## config.mk

```make
export PLATFORM = sky130hd
export DESIGN_NAME = frw_div
export DESIGN_NICKNAME = d
export VERILOG_FILES = /design/src/frw_pkg.sv /design/src/frw_div.sv
export SDC_FILE = /design/constraint.sdc
export NUM_CORES = 1
export LEC_CHECK = 0
export ABC_AREA = 1
export BUFFER_PORTS_ARGS = -buffer_cell sky130_fd_sc_hd__buf_2
export CAP_MARGIN = 20
export CORE_MARGIN = 4
export CORE_UTILIZATION = 40
export CTS_BUF_LIST = sky130_fd_sc_hd__clkbuf_4 sky130_fd_sc_hd__clkbuf_8
export CTS_CLUSTER_DIAMETER = 200
export DETAILED_ROUTE_END_ITERATION = 10
export GPL_ROUTABILITY_DRIVEN = 0
export SYNTH_ARGS = -nofsm -noshare
export SYNTH_HDL_FRONTEND = slang
export SYNTH_SLANG_ARGS = --single-unit
```

## constraint.sdc

```tcl
create_clock -name i_clk -period 3.6 [get_ports i_clk]
set_clock_uncertainty 0.15 [all_clocks]
set_input_delay 0.72 -clock i_clk [delete_from_list [all_inputs] [get_ports i_clk]]
set_output_delay 0.72 -clock i_clk [all_outputs]
set_load 0.03 [all_outputs]
```

## src/frw_pkg.sv

```systemverilog
// ----------------------------------------------------------------------------
// frw_pkg
// Shared types, constants and fixed-point helpers for the falloff ramp block.
// ----------------------------------------------------------------------------
package frw_pkg;

    localparam int POINTS_MAX = 16;
    localparam int IDX_W      = $clog2(POINTS_MAX);
    localparam int CNT_W      = $clog2(POINTS_MAX + 1);

    localparam int Q_W        = 17;
    localparam int RAD_W      = 24;
    localparam int NUM_W      = 40;
    localparam int DEN_W      = 24;
    localparam int OP_W       = 21;
    localparam int PROD_W     = 2 * OP_W;
    localparam int ACC_W      = 44;

    localparam logic [Q_W-1:0] ONE_Q16 = 17'd65536;

    localparam logic [1:0] CMD_CLEAR = 2'd0;
    localparam logic [1:0] CMD_ADD   = 2'd1;
    localparam logic [1:0] CMD_QUERY = 2'd2;

    localparam logic [1:0] MODE_STEP   = 2'd0;
    localparam logic [1:0] MODE_LINEAR = 2'd1;
    localparam logic [1:0] MODE_SMOOTH = 2'd2;
    localparam logic [1:0] MODE_SPLINE = 2'd3;

    typedef struct packed {
        logic [Q_W-1:0] pos;
        logic [Q_W-1:0] val;
        logic [1:0]     mode;
    } t_key;

    // round to nearest after scaling by 2^-16, ties toward plus infinity
    function automatic logic signed [ACC_W-1:0] rq16(input logic signed [ACC_W-1:0] x);
        logic signed [ACC_W-1:0] s;
        s = x + 44'sd32768;
        return s >>> 16;
    endfunction

    function automatic logic [Q_W-1:0] clamp_unit(input logic signed [ACC_W-1:0] x);
        logic [Q_W-1:0] r;
        if (x < 0) begin
            r = '0;
        end else if (x > 44'sd65536) begin
            r = ONE_Q16;
        end else begin
            r = x[Q_W-1:0];
        end
        return r;
    endfunction

endpackage

```

## src/frw_div.sv

```systemverilog
// ----------------------------------------------------------------------------
// frw_div
// Restoring unsigned divider, one quotient bit per cycle.
// ----------------------------------------------------------------------------
module frw_div (
    input  logic                       i_clk,
    input  logic                       i_rst_n,
    input  logic                       i_go,
    input  logic [frw_pkg::NUM_W-1:0]  i_num,
    input  logic [frw_pkg::DEN_W-1:0]  i_den,
    output logic                       o_done,
    output logic [frw_pkg::NUM_W-1:0]  o_quo,
    output logic                       o_rem_nz
);

    localparam int CW = $clog2(frw_pkg::NUM_W + 1);

    logic                       r_run;
    logic                       r_done;
    logic [CW-1:0]              r_cnt;
    logic [frw_pkg::NUM_W-1:0]  r_q;
    logic [frw_pkg::DEN_W-1:0]  r_rem;
    logic [frw_pkg::DEN_W-1:0]  r_den;
    logic [frw_pkg::DEN_W:0]    trial;
    logic [frw_pkg::DEN_W:0]    shifted;

    assign shifted = {r_rem, r_q[frw_pkg::NUM_W-1]};
    assign trial   = shifted - {1'b0, r_den};

    always_ff @(posedge i_clk) begin
        if (!i_rst_n) begin
            r_run  <= 1'b0;
            r_done <= 1'b0;
            r_cnt  <= '0;
        end else begin
            r_done <= 1'b0;
            if (i_go) begin
                r_run <= 1'b1;
                r_cnt <= CW'(frw_pkg::NUM_W);
                r_q   <= i_num;
                r_rem <= '0;
                r_den <= i_den;
            end else if (r_run) begin
                if (trial[frw_pkg::DEN_W]) begin
                    r_rem <= shifted[frw_pkg::DEN_W-1:0];
                    r_q   <= {r_q[frw_pkg::NUM_W-2:0], 1'b0};
                end else begin
                    r_rem <= trial[frw_pkg::DEN_W-1:0];
                    r_q   <= {r_q[frw_pkg::NUM_W-2:0], 1'b1};
                end
                r_cnt <= r_cnt - 1'b1;
                if (r_cnt == CW'(1)) begin
                    r_run  <= 1'b0;
                    r_done <= 1'b1;
                end
            end
        end
    end

    assign o_done   = r_done;
    assign o_quo    = r_q;
    assign o_rem_nz = |r_rem;

endmodule

```

==> results of run 1 <==
## placed cells by master, fill, tap and decap left out, types with 2 or more instances in the layout
cell type and count:
and2_1 2, nand2_1 324, clkinv_4 2, edfxtp_1 88, clkbuf_8 9, a31oi_1 2
inv_1 139, nor3_1 3, nand3_1 43, nor2_1 88, buf_4 5, dfxtp_1 8
xor2_1 9, nor4_1 5, o21ai_0 2, o21bai_1 2, xnor2_1 4, buf_2 108
bufinv_16 3, ha_1 26, nand2_2 4, nand4_1 13, a21oi_1 11
## layout make-up
type	instances	area (µm²)	share of cell area
flip-flops and latches	96	2800	0.403
multi-input cells	547	2550	0.366
repair buffers	114	598	0.0860
inverters	141	529	0.0761
well taps	184	230	0.0331
clock buffers	10	131	0.0189
clock inverters	6	116	0.0167
## metal layers
layer  share of wire  track usage  vias up
li1                -            -     2703
met1            0.45        0.247     2254
met2            0.44        0.301      176
met3           0.092       0.0684       18
met4           0.016       0.0520        0
met5               0            0        -
## path summary, 6_finish.rpt
path                to
max           r_rem[3]
min          r_den[22]
max reg2reg   r_rem[3]
min reg2reg   r_cnt[1]
## power breakdown
| part | internal, mW | total (mW) | switching [mW] | leakage, nW |
|---|---|---|---|---|
| sequential | 1.36 | 1.44 | 0.0720 | 0.920 |
| clock | 0.474 | 0.884 | 0.410 | 0.124 |
| combinational | 0.373 | 1.13 | 0.754 | 2.66 |
| total | 2.21 | 3.45 | 1.24 | 3.70 |
## through the flow
step | util | worst slack, ps | hold slack [ps] | power (mW) | area [µm²]
2_1_floorplan | - | 543 | 326 | 2.28 | 5960
3_3_place_gp | 0.460 | 929 | 343 | 2.58 | 6710
3_5_place_dp | 0.460 | 853 | 355 | 2.58 | 6710
4_1_cts | 0.477 | 835 | 330 | 3.47 | 6950
6_report | 0.477 | 827 | 353 | 3.45 | 6950
5_1_grt | 0.477 | 604 | 316 | 3.69 | 6950
## registers in the layout (all words and copies together), names as in the netlist
name and count:
r_run 1, o_done 1, r_rem 24, r_cnt 6
o_quo 40, r_den 24
## critical path, cell delays in order (launching register included)
cell and delay [ps]:
edfxtp_1 380, inv_1 50, ha_1 210, fa_1 410
inv_1 110, nand2_1 50, nand2_1 70, nand3_1 60
nand2_1 150, nand2_1 140, nand4_2 300, nand2_2 240
nor2_1 150, nor2_1 60
## cell families after synthesis
family                     Yosys count  synth area share
and+or+nand+nor                    488             0.332
adders and majority gates           27            0.0579
xor gates and xnor gates            13            0.0191
DFF                                 96             0.470
buffers and inverters              157             0.103
AOI/OAI and AO/OA                   19            0.0176
==> results.json, run 1 <==
{
  "grt-ovfl-total": 0,
  "r2r_start": "o_quo[39]",
  "synthFlopType": "edfxtp_1",
  "power_density_mw_per_mm2": 496,
  "tightest_slew_ps": 587,
  "ir_worst_vdd_mv": 0.315,
  "ff2ff_path_depth": 13,
  "drtIter0Drc": 383,
  "dp_cells": 1082,
  "yosysTopAreaCell": "edfxtp_1",
  "antenna_left": 0,
  "cts_tree": "built",
  "netlist_top_cells_area": "edfxtp_1 44%, nand2_1 20%, inv_1 8.8%",
  "synthesis.nets": 894,
  "critPathMaxFanout": 15,
  "maxCapViolations": 0,
  "syn_area_mm2": 0.00596,
  "relSlewSlack": 0.608,
  "cts_sinks": 96,
  "period_share": 0.770,
  "grt_max_degree": 52,
  "numCtsBuffers": 9,
  "min-delay-start": "i_den[22]",
  "grt_util_all_layers": 0.190,
  "drt_wl_total_um": 15400,
  "grt_pass1_wl_um": 24700,
  "slew_violations": 0,
  "drive_gt1_frac": 0.152,
  "path_clk_slew_ps": 110,
  "post-cts-setup-buffer-count": 0,
  "ys_seq_area_frac": 0.470,
  "cts_buffer_depth": 2,
  "die-area_mm2": 0.0169,
  "start_kind": "flop",
  "viasPerCell": 4.69,
  "core_mm2": 0.0146,
  "r2r_slack_ps": 830,
  "fp.dieH_um": 130,
  "nets": 1003,
  "grt_pass1_vias": 5048,
  "pin_count": 109,
  "ys_seq_elements": 96,
  "nFillCells": 1508,
  "postSynthAreaPerCell_um2": 7.45,
  "max_freq_mhz": 361,
  "setup_viol": 0,
  "antenna_cells": 0,
  "vias": 5151,
  "place_hpwl_um": 11800,
  "wire_per_inst_um": 14.0,
  "num_rows": 44,
  "port_buffers": 108,
  "min_path_type": "input port to flop",
  "rsz0062_at_grt": "no",
  "cp.required_ps": 3590,
  "antenna_found_initial": 0,
  "yosysUniqueCellTypes": 34,
  "status": "completed",
  "start_util": 0.409,
  "synth_warnings": 0,
  "arrival_ps": 2770,
  "crit_path_start": "o_quo[39]",
  "die_w_um": 130,
  "path_class": "flop to flop",
  "instances_no_fill": 1098,
  "synth-edff-count": 88,
  "syn_to_final_growth_pct": 16.7,
  "critPathCaptureType": "flop",
  "cts-resized-gates": 0,
  "cts_hold_buf": 0,
  "synth_top_cells_by_count": "325 x nand2_1, 139 x inv_1, 88 x edfxtp_1, 88 x nor2_1, 43 x nand3_1",
  "yosysMostFrequentCell": "nand2_1",
  "htree_levels": 3,
  "cts-root-buf": "clkbuf_8",
  "drc": 0,
  "synthCells": 800,
  "whs_path_depth": 1,
  "leakagePower_nw": 3.70,
  "clkLatencyLatePin_ps": 390,
  "fin_crit_ps": 2770,
  "fin_tns_setup_ps": 0,
  "finalHoldViolations": 0,
  "postSynth.asyncResetShare": 0,
  "yosys.area.top_type_share": 0.443,
  "dr.pass1.iters": 5
}
Note: power is estimated with default switching activity, not from simulation.
==> inputs of run 2 (changes only) <==
==> constraint.sdc (replaced) <==
create_clock -name i_clk -period 2.6 [get_ports i_clk]
set_clock_uncertainty 0.15 [all_clocks]
set_input_delay 0.52 -clock i_clk [delete_from_list [all_inputs] [get_ports i_clk]]
set_output_delay 0.52 -clock i_clk [all_outputs]
set_load 0.03 [all_outputs]
==> results.json, run 2 (synthesis gave the netlist of run 1 again) <==
{
  "worst_slack_ps": 79.2,
  "status": "completed",
  "final_cell_mix": "318 x nand2_1, 138 x inv_1, 109 x buf_2",
  "crit_chain": "inv_1, ha_2, fa_2, inv_2, nand2_1, nand2_1, nand3_1, nand2_1, nand2_2, nand4_1, buf_4, buf_6, nand3_1, nand2_1, nor2_1",
  "drc": 0,
  "largest_reg_flops": 40,
  "critPathBufInv": 4,
  "worst_path_largest_cell_delay_ps": 370,
  "dr.pass1.iters": 5,
  "place_hpwl_um": 12100,
  "antenna_found_initial": 0,
  "power_density_mw_per_mm2": 661,
  "max_freq_mhz": 397,
  "core_mm2": 0.0146,
  "min_path_type": "input port to flop",
  "start_kind": "flop",
  "seq_area_mm2": 0.00280,
  "finalHoldViolations": 0,
  "crit_path_start": "o_quo[39]",
  "grt_max_degree": 44,
  "fp.dieH_um": 130,
  "htree_levels": 3,
  "grt-ovfl-total": 0,
  "period_share": 0.970,
  "tightest_slew_ps": 573,
  "nFillCells": 1441,
  "setup_viol": 0,
  "layout_commonest_cell": "nand2_1",
  "slew_violations": 0,
  "viasPerCell": 4.67,
  "wire_per_inst_um": 14.2,
  "die-area_mm2": 0.0169,
  "drtIter0Drc": 328,
  "drive_gt1_frac": 0.205,
  "die_w_um": 130,
  "ir_worst_vdd_mv": 0.280,
  "grt_util_all_layers": 0.190,
  "grt_pass1_wl_um": 25100,
  "start_util": 0.409,
  "leakagePower_nw": 3.82,
  "path_clk_slew_ps": 100,
  "cts_hold_buf": 0,
  "critPathMaxFanout": 5,
  "cts_sinks": 96,
  "post-place-ws_ps": 142,
  "syn_to_final_growth_pct": 23.7,
  "arrival_ps": 2520,
  "grt_pass1_vias": 5081,
  "path_class": "flop to flop",
  "maxCapViolations": 0,
  "slowest_stage": "edfxtp_1",
  "nets": 1026,
  "num_rows": 44,
  "relSlewSlack": 0.617,
  "antenna_left": 0,
  "cts_tree": "built",
  "min-delay-start": "i_den[11]",
  "critPathCaptureType": "flop",
  "crit_top_cell": "nand2_1",
  "drt_wl_total_um": 15900,
  "port_buffers": 108,
  "numCtsBuffers": 9,
  "crit_family": "simple AND/OR/NAND/NOR gates",
  "cts_buffer_depth": 2,
  "cts-root-buf": "clkbuf_8",
  "pin_count": 109,
  "fin_tns_setup_ps": 0,
  "multi_input_area_mm2": 0.00278,
  "antenna_cells": 0,
  "cp.required_ps": 2600,
  "clkLatencyLatePin_ps": 390,
  "fin_crit_ps": 2520,
  "r2r_start": "o_quo[39]",
  "vias": 5233
}
## run 2: layout make-up
class                      count  share of cell area
inverter                     141              0.0718
timing repair buffer         136               0.110
clock inverter                 5             0.00832
sequential                    96               0.380
clock buffer                  11              0.0205
tap                          184              0.0312
multi-input combinational    548               0.377
## run 2: final timing paths
path | to | slack [ps] | depth (start not counted)
min | r_den[11] | 150 | 1
min reg2reg | r_cnt[1] | 360 | 2
max | r_rem[8] | 80 | 15
max reg2reg | r_rem[8] | 80 | 15
## run 2: metrics by stage
step           hold slack (ps)  instances  power (mW)  instance area, µm²   util
6_report                   148       1121        4.88                7370  0.505
5_1_grt                    135       1121        5.21                7370  0.505
4_1_cts                    120       1111        4.74                7070  0.484
3_5_place_dp               348       1095        3.65                6850  0.470
3_3_place_gp               343       1095        3.65                6850  0.470
2_1_floorplan              326        800        3.16                5960      -
## run 2: timing repair
item / in CTS / in global routing
setup buffers: 0 / 8
resized for setup: 0 / 39
setup endpoints to repair: 0 / 24
## run 2: where the power goes
group	switching [mW]	total, mW	internal, mW
registers	0.113	2.00	1.89
clock network	0.573	1.08	0.505
logic	1.11	1.79	0.680
total	1.80	4.88	3.07
## run 2: worst register-to-register path: cells and delay by family (launching register included)
family        cells  cell delay, ps
flops             1             370
fa+ha+maj         2             570
simple gates      9             790
buf+inv           4             410
## run 2: per-layer routing
metal | up-vias | part of all wire | global-route usage
met5 | - | 0 | 0
met4 | 0 | 0.014 | 0.0550
met3 | 18 | 0.080 | 0.0577
met2 | 159 | 0.45 | 0.296
met1 | 2307 | 0.46 | 0.258
li1 | 2749 | - | -
