File: config.mk
export PLATFORM = sky130hd
export DESIGN_NAME = frw_table
export DESIGN_NICKNAME = d
export VERILOG_FILES = /design/src/frw_pkg.sv /design/src/frw_table.sv
export SDC_FILE = /design/constraint.sdc
export NUM_CORES = 1
export LEC_CHECK = 0
export ABC_AREA = 1
export ABC_CLOCK_PERIOD_IN_PS = 6100
export BUFFER_PORTS_ARGS = -buffer_cell sky130_fd_sc_hd__buf_2
export CAP_MARGIN = 20
export CELL_PAD_IN_SITES_DETAIL_PLACEMENT = 1
export CELL_PAD_IN_SITES_GLOBAL_PLACEMENT = 1
export CORE_UTILIZATION = 50
export CTS_CLUSTER_DIAMETER = 40
export CTS_CLUSTER_SIZE = 40
export DETAILED_ROUTE_END_ITERATION = 10
export PLACE_DENSITY_LB_ADDON = 0.12
export SETUP_SLACK_MARGIN = 0.4
export SYNTH_ARGS = -nofsm -noshare
export SYNTH_HDL_FRONTEND = slang
export SYNTH_SLANG_ARGS = --single-unit
export TNS_END_PERCENT = 10
File: constraint.sdc
create_clock -name i_clk -period 6.1 [get_ports i_clk]
set_input_delay 0.61 -clock i_clk [delete_from_list [all_inputs] [get_ports i_clk]]
set_output_delay 0.61 -clock i_clk [all_outputs]
set_load 0.02 [all_outputs]
File: src/frw_pkg.sv
// ----------------------------------------------------------------------------
// frw_pkg
// Shared types, constants and fixed-point helpers for the falloff ramp block.
// ----------------------------------------------------------------------------
package frw_pkg;

    localparam int POINTS_MAX = 16;
    localparam int IDX_W      = $clog2(POINTS_MAX);
    localparam int CNT_W      = $clog2(POINTS_MAX + 1);

    localparam int Q_W        = 17;
    localparam int RAD_W      = 24;
    localparam int NUM_W      = 40;
    localparam int DEN_W      = 24;
    localparam int OP_W       = 21;
    localparam int PROD_W     = 2 * OP_W;
    localparam int ACC_W      = 44;

    localparam logic [Q_W-1:0] ONE_Q16 = 17'd65536;

    localparam logic [1:0] CMD_CLEAR = 2'd0;
    localparam logic [1:0] CMD_ADD   = 2'd1;
    localparam logic [1:0] CMD_QUERY = 2'd2;

    localparam logic [1:0] MODE_STEP   = 2'd0;
    localparam logic [1:0] MODE_LINEAR = 2'd1;
    localparam logic [1:0] MODE_SMOOTH = 2'd2;
    localparam logic [1:0] MODE_SPLINE = 2'd3;

    typedef struct packed {
        logic [Q_W-1:0] pos;
        logic [Q_W-1:0] val;
        logic [1:0]     mode;
    } t_key;

    // round to nearest after scaling by 2^-16, ties toward plus infinity
    function automatic logic signed [ACC_W-1:0] rq16(input logic signed [ACC_W-1:0] x);
        logic signed [ACC_W-1:0] s;
        s = x + 44'sd32768;
        return s >>> 16;
    endfunction

    function automatic logic [Q_W-1:0] clamp_unit(input logic signed [ACC_W-1:0] x);
        logic [Q_W-1:0] r;
        if (x < 0) begin
            r = '0;
        end else if (x > 44'sd65536) begin
            r = ONE_Q16;
        end else begin
            r = x[Q_W-1:0];
        end
        return r;
    endfunction

endpackage

File: src/frw_table.sv
// ----------------------------------------------------------------------------
// frw_table
// Key point store: one write port, one read port with registered read data.
// ----------------------------------------------------------------------------
module frw_table (
    input  logic                       i_clk,
    input  logic                       i_we,
    input  logic [frw_pkg::IDX_W-1:0]  i_waddr,
    input  frw_pkg::t_key              i_wdata,
    input  logic [frw_pkg::IDX_W-1:0]  i_raddr,
    output frw_pkg::t_key              o_rdata
);

    frw_pkg::t_key r_mem [frw_pkg::POINTS_MAX];
    frw_pkg::t_key r_rdata;

    always_ff @(posedge i_clk) begin
        if (i_we) begin
            r_mem[i_waddr] <= i_wdata;
        end
        r_rdata <= r_mem[i_raddr];
    end

    assign o_rdata = r_rdata;

endmodule

==> results of run 1 <==
[final timing paths]
path	to	slack, ns
min reg2reg	o_rdata[17]$_DFF_P_	0.66
max	o_rdata[14]$_DFF_P_	3.80
max reg2reg	o_rdata[33]$_DFF_P_	5.01
min	r_mem[14][6]$_DFFE_PP_	0.36
[final cells by class]
cell class / count / area, µm² / area share (%)
Clock inverter: 69 / 714 / 2.42
Sequential cell: 612 / 18000 / 60.9
Multi-Input combinational cell: 1213 / 5220 / 17.7
Timing Repair Buffer: 110 / 651 / 2.20
Clock buffer: 108 / 2470 / 8.34
Tap cell: 672 / 841 / 2.84
Inverter: 438 / 1660 / 5.60
[logic make-up after synthesis]
group	after synthesis	share of synthesized area (%)
buffers and inverters	554	8.96
and+or+nand+nor	1213	20.1
DFF	612	70.9
[Yosys cell counts (all sizes together)]
library cell / n
dfxtp: 36
inv: 437
nor2: 17
nand3: 433
edfxtp: 576
nand3b: 2
nand2: 761
buf: 96
clkinv: 1
clkbuf: 20
[layer usage]
layer | vias up | part of all wire (%) | GRT usage [%] | routed length [µm]
met5 | - | 0.015 | 0 | 11
met4 | 2 | 3.6 | 12.9 | 2590
met3 | 165 | 4.9 | 4.23 | 3550
met2 | 490 | 51 | 50.0 | 36700
met1 | 8734 | 41 | 35.4 | 29400
li1 | 7892 | - | - | -
[power by group through the flow]
stage	Sequential (mW)	Clock, mW	Combinational (mW)
6_report	4.74	5.39	0.569
5_1_grt	4.75	5.63	0.626
4_1_cts	4.74	5.46	0.574
3_5_place_dp	4.82	0	0.564
3_3_place_gp	4.82	0	0.546
2_1_floorplan	4.85	0	0.308
[stage by stage]
step	instances	utilization, %	worst slack [ns]
after floorplan	2379	-	3.32
after global placement	3045	52.6	3.22
after CTS	3222	58.9	3.79
final	3222	58.9	3.80
after global routing	3222	58.9	3.63
after detailed placement	3045	52.6	3.16
[critical path, delay by kind of cell]
family                 cells  cell delay, ns
buffers and inverters      3            1.49
AND/OR/NAND/NOR            5            0.60
[flip-flops by register name (all words and copies together), names as in the netlist]
signal   flops
o_rdata     36
r_mem      576
==> impl_metrics.csv, run 1 <==
group,metric,value,unit
setup_path,cpPeakStageDelay,0.74,ns
die,die_area,0.0517,mm²
setup_path,ff2ff_path_depth,6,
pwr,power-per-cell-area,362,mW/mm²
min_path,hold_depth,1,
grt,grt-ovfl-total,0,
setup_path,path_class,"in2reg",
synthesis,syn_inst,2379,
grt,grt_max_degree,193,
route,detail_route.drc_violations,0,
clocking,cts_setup_buffers,0,
die,die_y,227,µm
layout,diodes,0,
layout,final_common_cell,"nand2_1",
sta,worst_hold_slack,0.356,ns
layout,final_cell_mix,"761 x nand2_1, 576 x edfxtp_1, 434 x inv_1",
route,ant_nets,0,
min_path,hold_start,"i_wdata[6]",
route,routed_wirelength,72.2,mm
place,numPortBuffers,81,
run_status,outcome,"complete, no violations",
sta,tns,0,ns
sta,period_needed,2.30,ns
layout,stdcell_area,0.0296,mm²
pwr,netSwitchingFraction,23.3,%
die,rows,82,
setup_path,r2r-start,"r_mem[13][33]$_DFFE_PP_",
clocking,path_clk_slew,0.06,ns
clocking,h-tree-depth,3,
synthesis,synthTopCellsByArea,"edfxtp_1 68%, nand2_1 11%, nand3_1 8.5%",
route,first_pass_iters,5,
grt,grt_pass1_wl,109,mm
synthesis,netlist.area_leader.share,68.1,%
clocking,ctsHoldBuffers,0,
flow_run,drv_cap,0,
grt,grtUsageTotal,28.7,%
route,drt_iter0_drc,1163,
die,initial_core_util,50.6,%
synthesis,yosysSeqAreaShare,70.9,%
layout,fillers,5224,
route,via_per_inst,5.36,
place,place.gp.congestion,0.758,
synthesis,syn_area,0.0254,mm²
grt,grt_pass1_vias,18700,
clocking,cts-root-buf,"clkbuf_16",
setup_path,crit_start,"i_raddr[0]",
synthesis,yosysTopAreaCell,"edfxtp_1",
sta,finalHoldViolCount,0,
pwr,ir_worst_vdd,0.257,mV
sta,rsz0062_at_grt,"false",
setup_path,end_kind,"register",
sta,setup_violations,0,
pwr,p_comb_share,5.3,%
synthesis,yosys_register_bits,612,
layout,drive_above_1_share,11.2,%
route,vias,17300,
sta,max_freq,434,MHz
setup_path,cp.required,6.62,ns
clocking,clock_latency,0.63,ns
sta,min_period_over_period,37.8,%
layout,syn2layout_area_growth,16.4,%
setup_path,cp_slowest_cell,"buf_12",
pwr,seqPwrFrac,44.3,%
layout,fin_nets,2515,
die,ios,82,
synthesis,avgSynthCellArea,10.7,µm²
setup_path,cp_max_fo,192,
die,core,0.0502,mm²
setup_path,crit_chain,"buf_8 > inv_8 > buf_12 > nand2_1 > nand3_1 > nand3_1 > nand3_1 > nand2_1",
clocking,cts_buffers,94,
setup_path,worst_path_most_repeated_cell,"nand3_1",
synthesis,ys_types,15,
pwr,p_leak,12.6,nW
clocking,cts_tree,"done",
synthesis,yosysWarnings,0,
pwr,p_sw,2.49,mW
die,die_w,227,µm
place,place_area,0.0264,mm²
min_path,min_path_type,"in2reg",
clocking,post_cts_resized,0,
pwr,p_int,8.21,mW
pwr,p_clk_share,50.4,%
place,hpwl,34.7,mm
pwr,p_total,10.7,mW
route,avgRoutedWirePerCell,22.4,µm
clocking,cts.sinks,612,
sta,finClkSkew,0.0165,ns
synthesis,synth_nets,2425,
setup_path,crit_arrival,2.83,ns
sta,max_slew.worst_pin.slew,1.09,ns
sta,drv_slew,0,
setup_path,cp-start-kind,"primary input",
grt,antenna_found_initial,1,
clocking,clk_path_buf_depth,3,
sta,relSlewSlack,27.0,%
Note: power is estimated with default switching activity, not from simulation.
==> inputs of run 2 (changes only) <==
Settings changed: ABC_CLOCK_PERIOD_IN_PS 6100 to 2000, CORE_UTILIZATION 50 to 45.
Clock period 6.1 ns to 2 ns, I/O delays scaled along.
==> impl_metrics.csv, run 2 (synthesis gave the netlist of run 1 again) <==
group,metric,value,unit
run_status,outcome,"complete, no violations",
pwr,p_leak,13.2,nW
sta,finalHoldViolCount,0,
min_path,hold_start,"i_raddr[1]",
setup_path,cpPeakStageDelay,0.40,ns
clocking,cts_setup_buffers,0,
sta,tns,0,ns
pwr,ir_worst_vdd,0.753,mV
setup_path,crit_family,"flip-flops",
grt,grt_pass1_vias,19000,
sta,min_period_over_period,72.1,%
setup_path,crit_chain,"buf_2",
clocking,clock_latency,0.64,ns
place,placed_cells,3136,
setup_path,cp_max_fo,1,
clocking,path_clk_slew,0.05,ns
route,avgRoutedWirePerCell,20.7,µm
setup_path,r2r-start,"r_mem[10][13]$_DFFE_PP_",
setup_path,ff2ff_path_depth,6,
setup_path,cp_num_buf_inv,1,
layout,final_cell_mix,"761 x nand2_1, 576 x edfxtp_1, 434 x inv_1",
route,first_pass_iters,5,
min_path,min_path_type,"in2reg",
place,place_area,0.0270,mm²
sta,max_slew.worst_pin.slew,0.576,ns
clocking,clk_path_buf_depth,3,
clocking,ctsHoldBuffers,36,
layout,largest_reg_flops,576,
flow_run,drv_cap,0,
grt,grtUsageTotal,25.1,%
layout,final_cells,3362,
setup_path,end_kind,"output pin",
setup_path,r2r_setup_slack,0.90,ns
min_path,hold_path_end,"o_rdata[17]$_DFF_P_",
pwr,p_total,34.7,mW
clocking,h-tree-depth,3,
sta,relSlewSlack,61.6,%
layout,fillers,5801,
die,ios,82,
die,rows,86,
clocking,cts_tree,"done",
route,detail_route.drc_violations,0,
setup_path,crit_arrival,1.24,ns
place,place.gp.congestion,0.751,
die,die_y,240,µm
route,ant_nets,0,
sta,max_freq,693,MHz
grt,grt_pass1_wl,108,mm
setup_path,cp.required,1.80,ns
layout,final_common_cell,"nand2_1",
min_path,hold_depth,5,
clocking,cts_buffers,101,
sta,setup_violations,0,
layout,drive_above_1_share,12.1,%
clocking,post_cts_resized,0,
die,die_area,0.0574,mm²
setup_path,cp_slowest_cell,"dfxtp_1",
sta,finClkSkew,0.0253,ns
setup_path,worstReg2RegEnd,"o_rdata[13]$_DFF_P_",
clocking,cts.sinks,612,
layout,stdcell_area,0.0310,mm²
sta,period_needed,1.44,ns
die,die_w,240,µm
route,drt_iter0_drc,990,
layout,syn2layout_area_growth,22.1,%
die,initial_core_util,45.8,%
sta,drv_slew,0,
place,hpwl,36.1,mm
layout,regMostFlops,"r_mem",
layout,fin_nets,2573,
route,via_per_inst,5.09,
grt,grt-ovfl-total,0,
die,core,0.0554,mm²
place,numPortBuffers,81,
sta,rsz0062_at_grt,"false",
grt,grt_max_degree,102,
layout,diodes,0,
setup_path,path_class,"reg2out",
clocking,cts-root-buf,"clkbuf_16",
route,vias,17100,
setup_path,cp-start-kind,"register",
route,routed_wirelength,69.4,mm
pwr,power-per-cell-area,1120,mW/mm²
grt,antenna_found_initial,0,
==> run 2: changes by cell type in the layout (fill, tap and decap cells not counted), sizes merged <==
cell         delta
dlygate4sd3    +36
buf            +15
clkbuf         +15
bufinv          +9
inv             -5
clkinv          -3
clkinvlp        -3
==> run 2: how the worst max path moves through the flow <==
stage | start | end | slack [ns] | cells after the start
final | o_rdata[14]$_DFF_P_ | o_rdata[14] | 0.56 | 1
after global routing | o_rdata[14]$_DFF_P_ | o_rdata[14] | 0.47 | 1
after CTS | o_rdata[14]$_DFF_P_ | o_rdata[14] | 0.51 | 1
after detailed placement | i_waddr[3] | r_mem[6][34]$_DFFE_PP_ | 0.38 | 4
after global placement | i_waddr[2] | r_mem[10][0]$_DFFE_PP_ | 0.39 | 4
after floorplan | i_waddr[2] | r_mem[10][0]$_DFFE_PP_ | 0.16 | 2
==> run 2: layout make-up <==
cell class	instances	area [µm²]	share of cell area [%]
tap	748	936	3.02
inverter	438	1660	5.34
timing repair buffer	161	1560	5.04
clock inverter	67	922	2.97
clock buffer	123	2690	8.68
multi-input combinational	1213	5220	16.8
sequential	612	18000	58.1
==> run 2: where the power goes <==
group	total (mW)	switching (mW)	internal [mW]
registers	14.5	0.0951	14.4
clock network	18.3	6.25	12.1
logic	1.90	1.34	0.557
total	34.7	7.68	27.0
==> run 2: metrics by stage <==
stage,utilization (%),hold slack [ns],worst slack [ns]
after floorplan,-,0.299,0.162
after global placement,48.8,0.588,0.389
after detailed placement,48.8,0.602,0.379
after CTS,56.0,0.0550,0.515
after global routing,56.0,0.116,0.471
final,56.0,0.0893,0.557
==> run 2: tightest hold or removal path: stages <==
cell and delay [ns]:
buf_4 0.18, nand2_1 0.09, nand3_1 0.06, nand3_1 0.07
nand2_1 0.05
==> run 2: layer usage <==
metal | up-vias | global-route usage [%] | wire length [µm]
met5 | - | 0 | 0
met2 | 328 | 45.2 | 36300
li1 | 8027 | - | -
met1 | 8644 | 30.7 | 29000
met3 | 128 | 3.75 | 2370
met4 | 0 | 8.02 | 1720
==> inputs of run 3 (changes only) <==
Settings changed: ABC_CLOCK_PERIOD_IN_PS 2000 to 1400, CORE_UTILIZATION 45 to 50.
Clock period 2 ns to 1.4 ns, I/O delays scaled along.
==> impl_metrics.csv, run 3 (synthesis gave the netlist of run 1 again) <==
group,metric,value,unit
run_status,outcome,"complete, no violations",
layout,seq_area,0.0180,mm²
route,detail_route.drc_violations,0,
sta,setup_violations,0,
setup_path,cp_slowest_cell,"dfxtp_4",
grt,grt_max_degree,56,
setup_path,critPathCapture,"o_rdata[15]",
setup_path,crit_arrival,1.13,ns
clocking,cts_tree,"done",
pwr,p_comb_share,6.6,%
pwr,netSwitchingFraction,23.7,%
setup_path,ff2ff_path_depth,6,
die,die_y,227,µm
grt,antenna_found_initial,0,
clocking,h-tree-depth,3,
min_path,min_path_type,"in2reg",
setup_path,cp.required,1.26,ns
place,place.gp.congestion,0.817,
layout,fin_nets,2614,
die,die_w,227,µm
setup_path,cp-start-kind,"register",
pwr,seqPwrFrac,44.3,%
route,ant_nets,0,
place,hpwl,42.3,mm
setup_path,r2r_setup_slack,0.26,ns
pwr,p_leak,13.3,nW
route,first_pass_iters,5,
pwr,ir_worst_vdd,1.01,mV
route,drt_iter0_drc,1111,
sta,min_period_over_period,90.4,%
layout,final_common_cell,"nand2_1",
grt,grt_pass1_vias,19500,
clocking,cts-root-buf,"clkbuf_16",
grt,grt-ovfl-total,0,
clocking,cts_setup_buffers,0,
layout,fillers,5181,
pwr,p_total,46.6,mW
sta,drv_slew,0,
sta,relSlewSlack,66.8,%
clocking,path_clk_slew,0.06,ns
sta,finClkSkew,0.0195,ns
setup_path,crit_family,"flip-flops",
pwr,p_int,35.6,mW
sta,tns,0,ns
layout,regMostFlops,"r_mem",
route,vias,17800,
pwr,p_sw,11.0,mW
sta,max_freq,790,MHz
layout,largest_reg_flops,576,
die,rows,82,
die,ios,82,
sta,finalHoldViolCount,0,
layout,syn2layout_area_growth,22.8,%
pwr,power-per-cell-area,1490,mW/mm²
clocking,cts_buffers,87,
grt,grtUsageTotal,29.8,%
setup_path,crit_chain,"buf_6",
setup_path,cpPeakStageDelay,0.37,ns
route,via_per_inst,5.38,
setup_path,path_depth,1,
sta,rsz0062_at_grt,"true",
grt,grt_pass1_wl,113,mm
setup_path,cp_max_fo,1,
die,die_area,0.0517,mm²
setup_path,end_kind,"output pin",
clocking,clk_path_buf_depth,3,
clocking,clock_latency,0.64,ns
layout,final_cell_mix,"759 x nand2_1, 576 x edfxtp_1, 433 x inv_1",
setup_path,path_class,"reg2out",
place,numPortBuffers,81,
sta,max_slew.worst_pin.slew,0.497,ns
die,initial_core_util,50.6,%
flow_run,drv_cap,0,
setup_path,r2r-start,"r_mem[0][30]$_DFFE_PP_",
setup_path,cp_num_buf_inv,1,
pwr,p_clk_share,49.1,%
layout,diodes,0,
route,routed_wirelength,75.1,mm
setup_path,crit_start,"o_rdata[15]$_DFF_P_",
layout,drive_above_1_share,14.2,%
route,avgRoutedWirePerCell,22.7,µm
sta,period_needed,1.27,ns
layout,multi_input_area,0.00528,mm²
clocking,cts.sinks,612,
setup_path,worstReg2RegEnd,"o_rdata[30]$_DFF_P_",
die,core,0.0502,mm²
==> run 3: cell types whose count changed in the layout (fill, tap and decap cells not counted), sizes merged <==
cell	change
clkbuf	-26
inv	+11
bufinv	-9
clkinvlp	-2
buf	+55
clkinv	-1
==> run 3: worst min-delay path by stage <==
| stage | startpoint | to | slack, ns | cells after the start |
|---|---|---|---|---|
| finish | i_raddr[3] | o_rdata[27]$_DFF_P_ | 0.05 | 4 |
| global placement | i_wdata[25] | r_mem[9][25]$_DFFE_PP_ | 0.53 | 1 |
| floorplan | i_wdata[0] | r_mem[0][0]$_DFFE_PP_ | 0.24 | 0 |
| CTS | i_raddr[3] | o_rdata[27]$_DFF_P_ | 0.009 | 4 |
| detailed placement | i_wdata[25] | r_mem[9][25]$_DFFE_PP_ | 0.54 | 1 |
| global route | i_raddr[3] | o_rdata[27]$_DFF_P_ | 0.04 | 4 |
==> run 3: final cells by class <==
type / count / share of cell area [%]
clock buffer: 97 / 7.44
clock inverter: 66 / 2.40
inverter: 438 / 5.31
multi-input combinational: 1213 / 16.9
sequential: 612 / 57.8
tap: 672 / 2.70
timing repair buffer: 216 / 7.41
==> run 3: power groups by stage <==
stage                     combinational, mW  sequential [mW]  clock (mW)
after floorplan                        1.37             21.1           0
after global placement                 2.76             21.0           0
after detailed placement               2.85             21.0           0
after CTS                              3.04             20.6        23.2
after global routing                   3.30             20.7        23.8
final                                  3.06             20.7        22.9
==> run 3: worst reg2reg max path, cell delays in order, from the launching register on <==
cell      delay, ns
edfxtp_1       0.39
inv_1          0.07
nand2_1        0.06
nand3_1        0.10
nand3_1        0.15
nand3_1        0.17
nand2_1        0.08
==> run 3: metal layers <==
| layer | track usage (%) | share of wire, % |
|---|---|---|
| met5 | 0 | 0 |
| met4 | 12.6 | 3.4 |
| met3 | 3.87 | 4.0 |
| met2 | 54.5 | 53 |
| met1 | 35.1 | 40 |
==> run 3: per-stage QoR <==
step                      setup WS, ns  cells  hold slack (ns)  area [µm²]  utilization (%)
after global placement         -0.0598   3115            0.528       27600             55.0
final                            0.134   3314           0.0490       31200             62.2
after detailed placement       -0.0716   3115            0.540       27600             55.0
after global routing             0.113   3314           0.0431       31200             62.2
after CTS                        0.108   3314          0.00910       31100             62.0
after floorplan                 -0.136   2379            0.239       25500                -
==> run 3: timing repair <==
item / in CTS / in global routing
gates resized for setup: 32 / 24
endpoints found under the setup margin: 60 / 72
endpoints found under the hold margin: 576 / 0
hold buffers: 36 / 0
pin swaps: 0 / 6
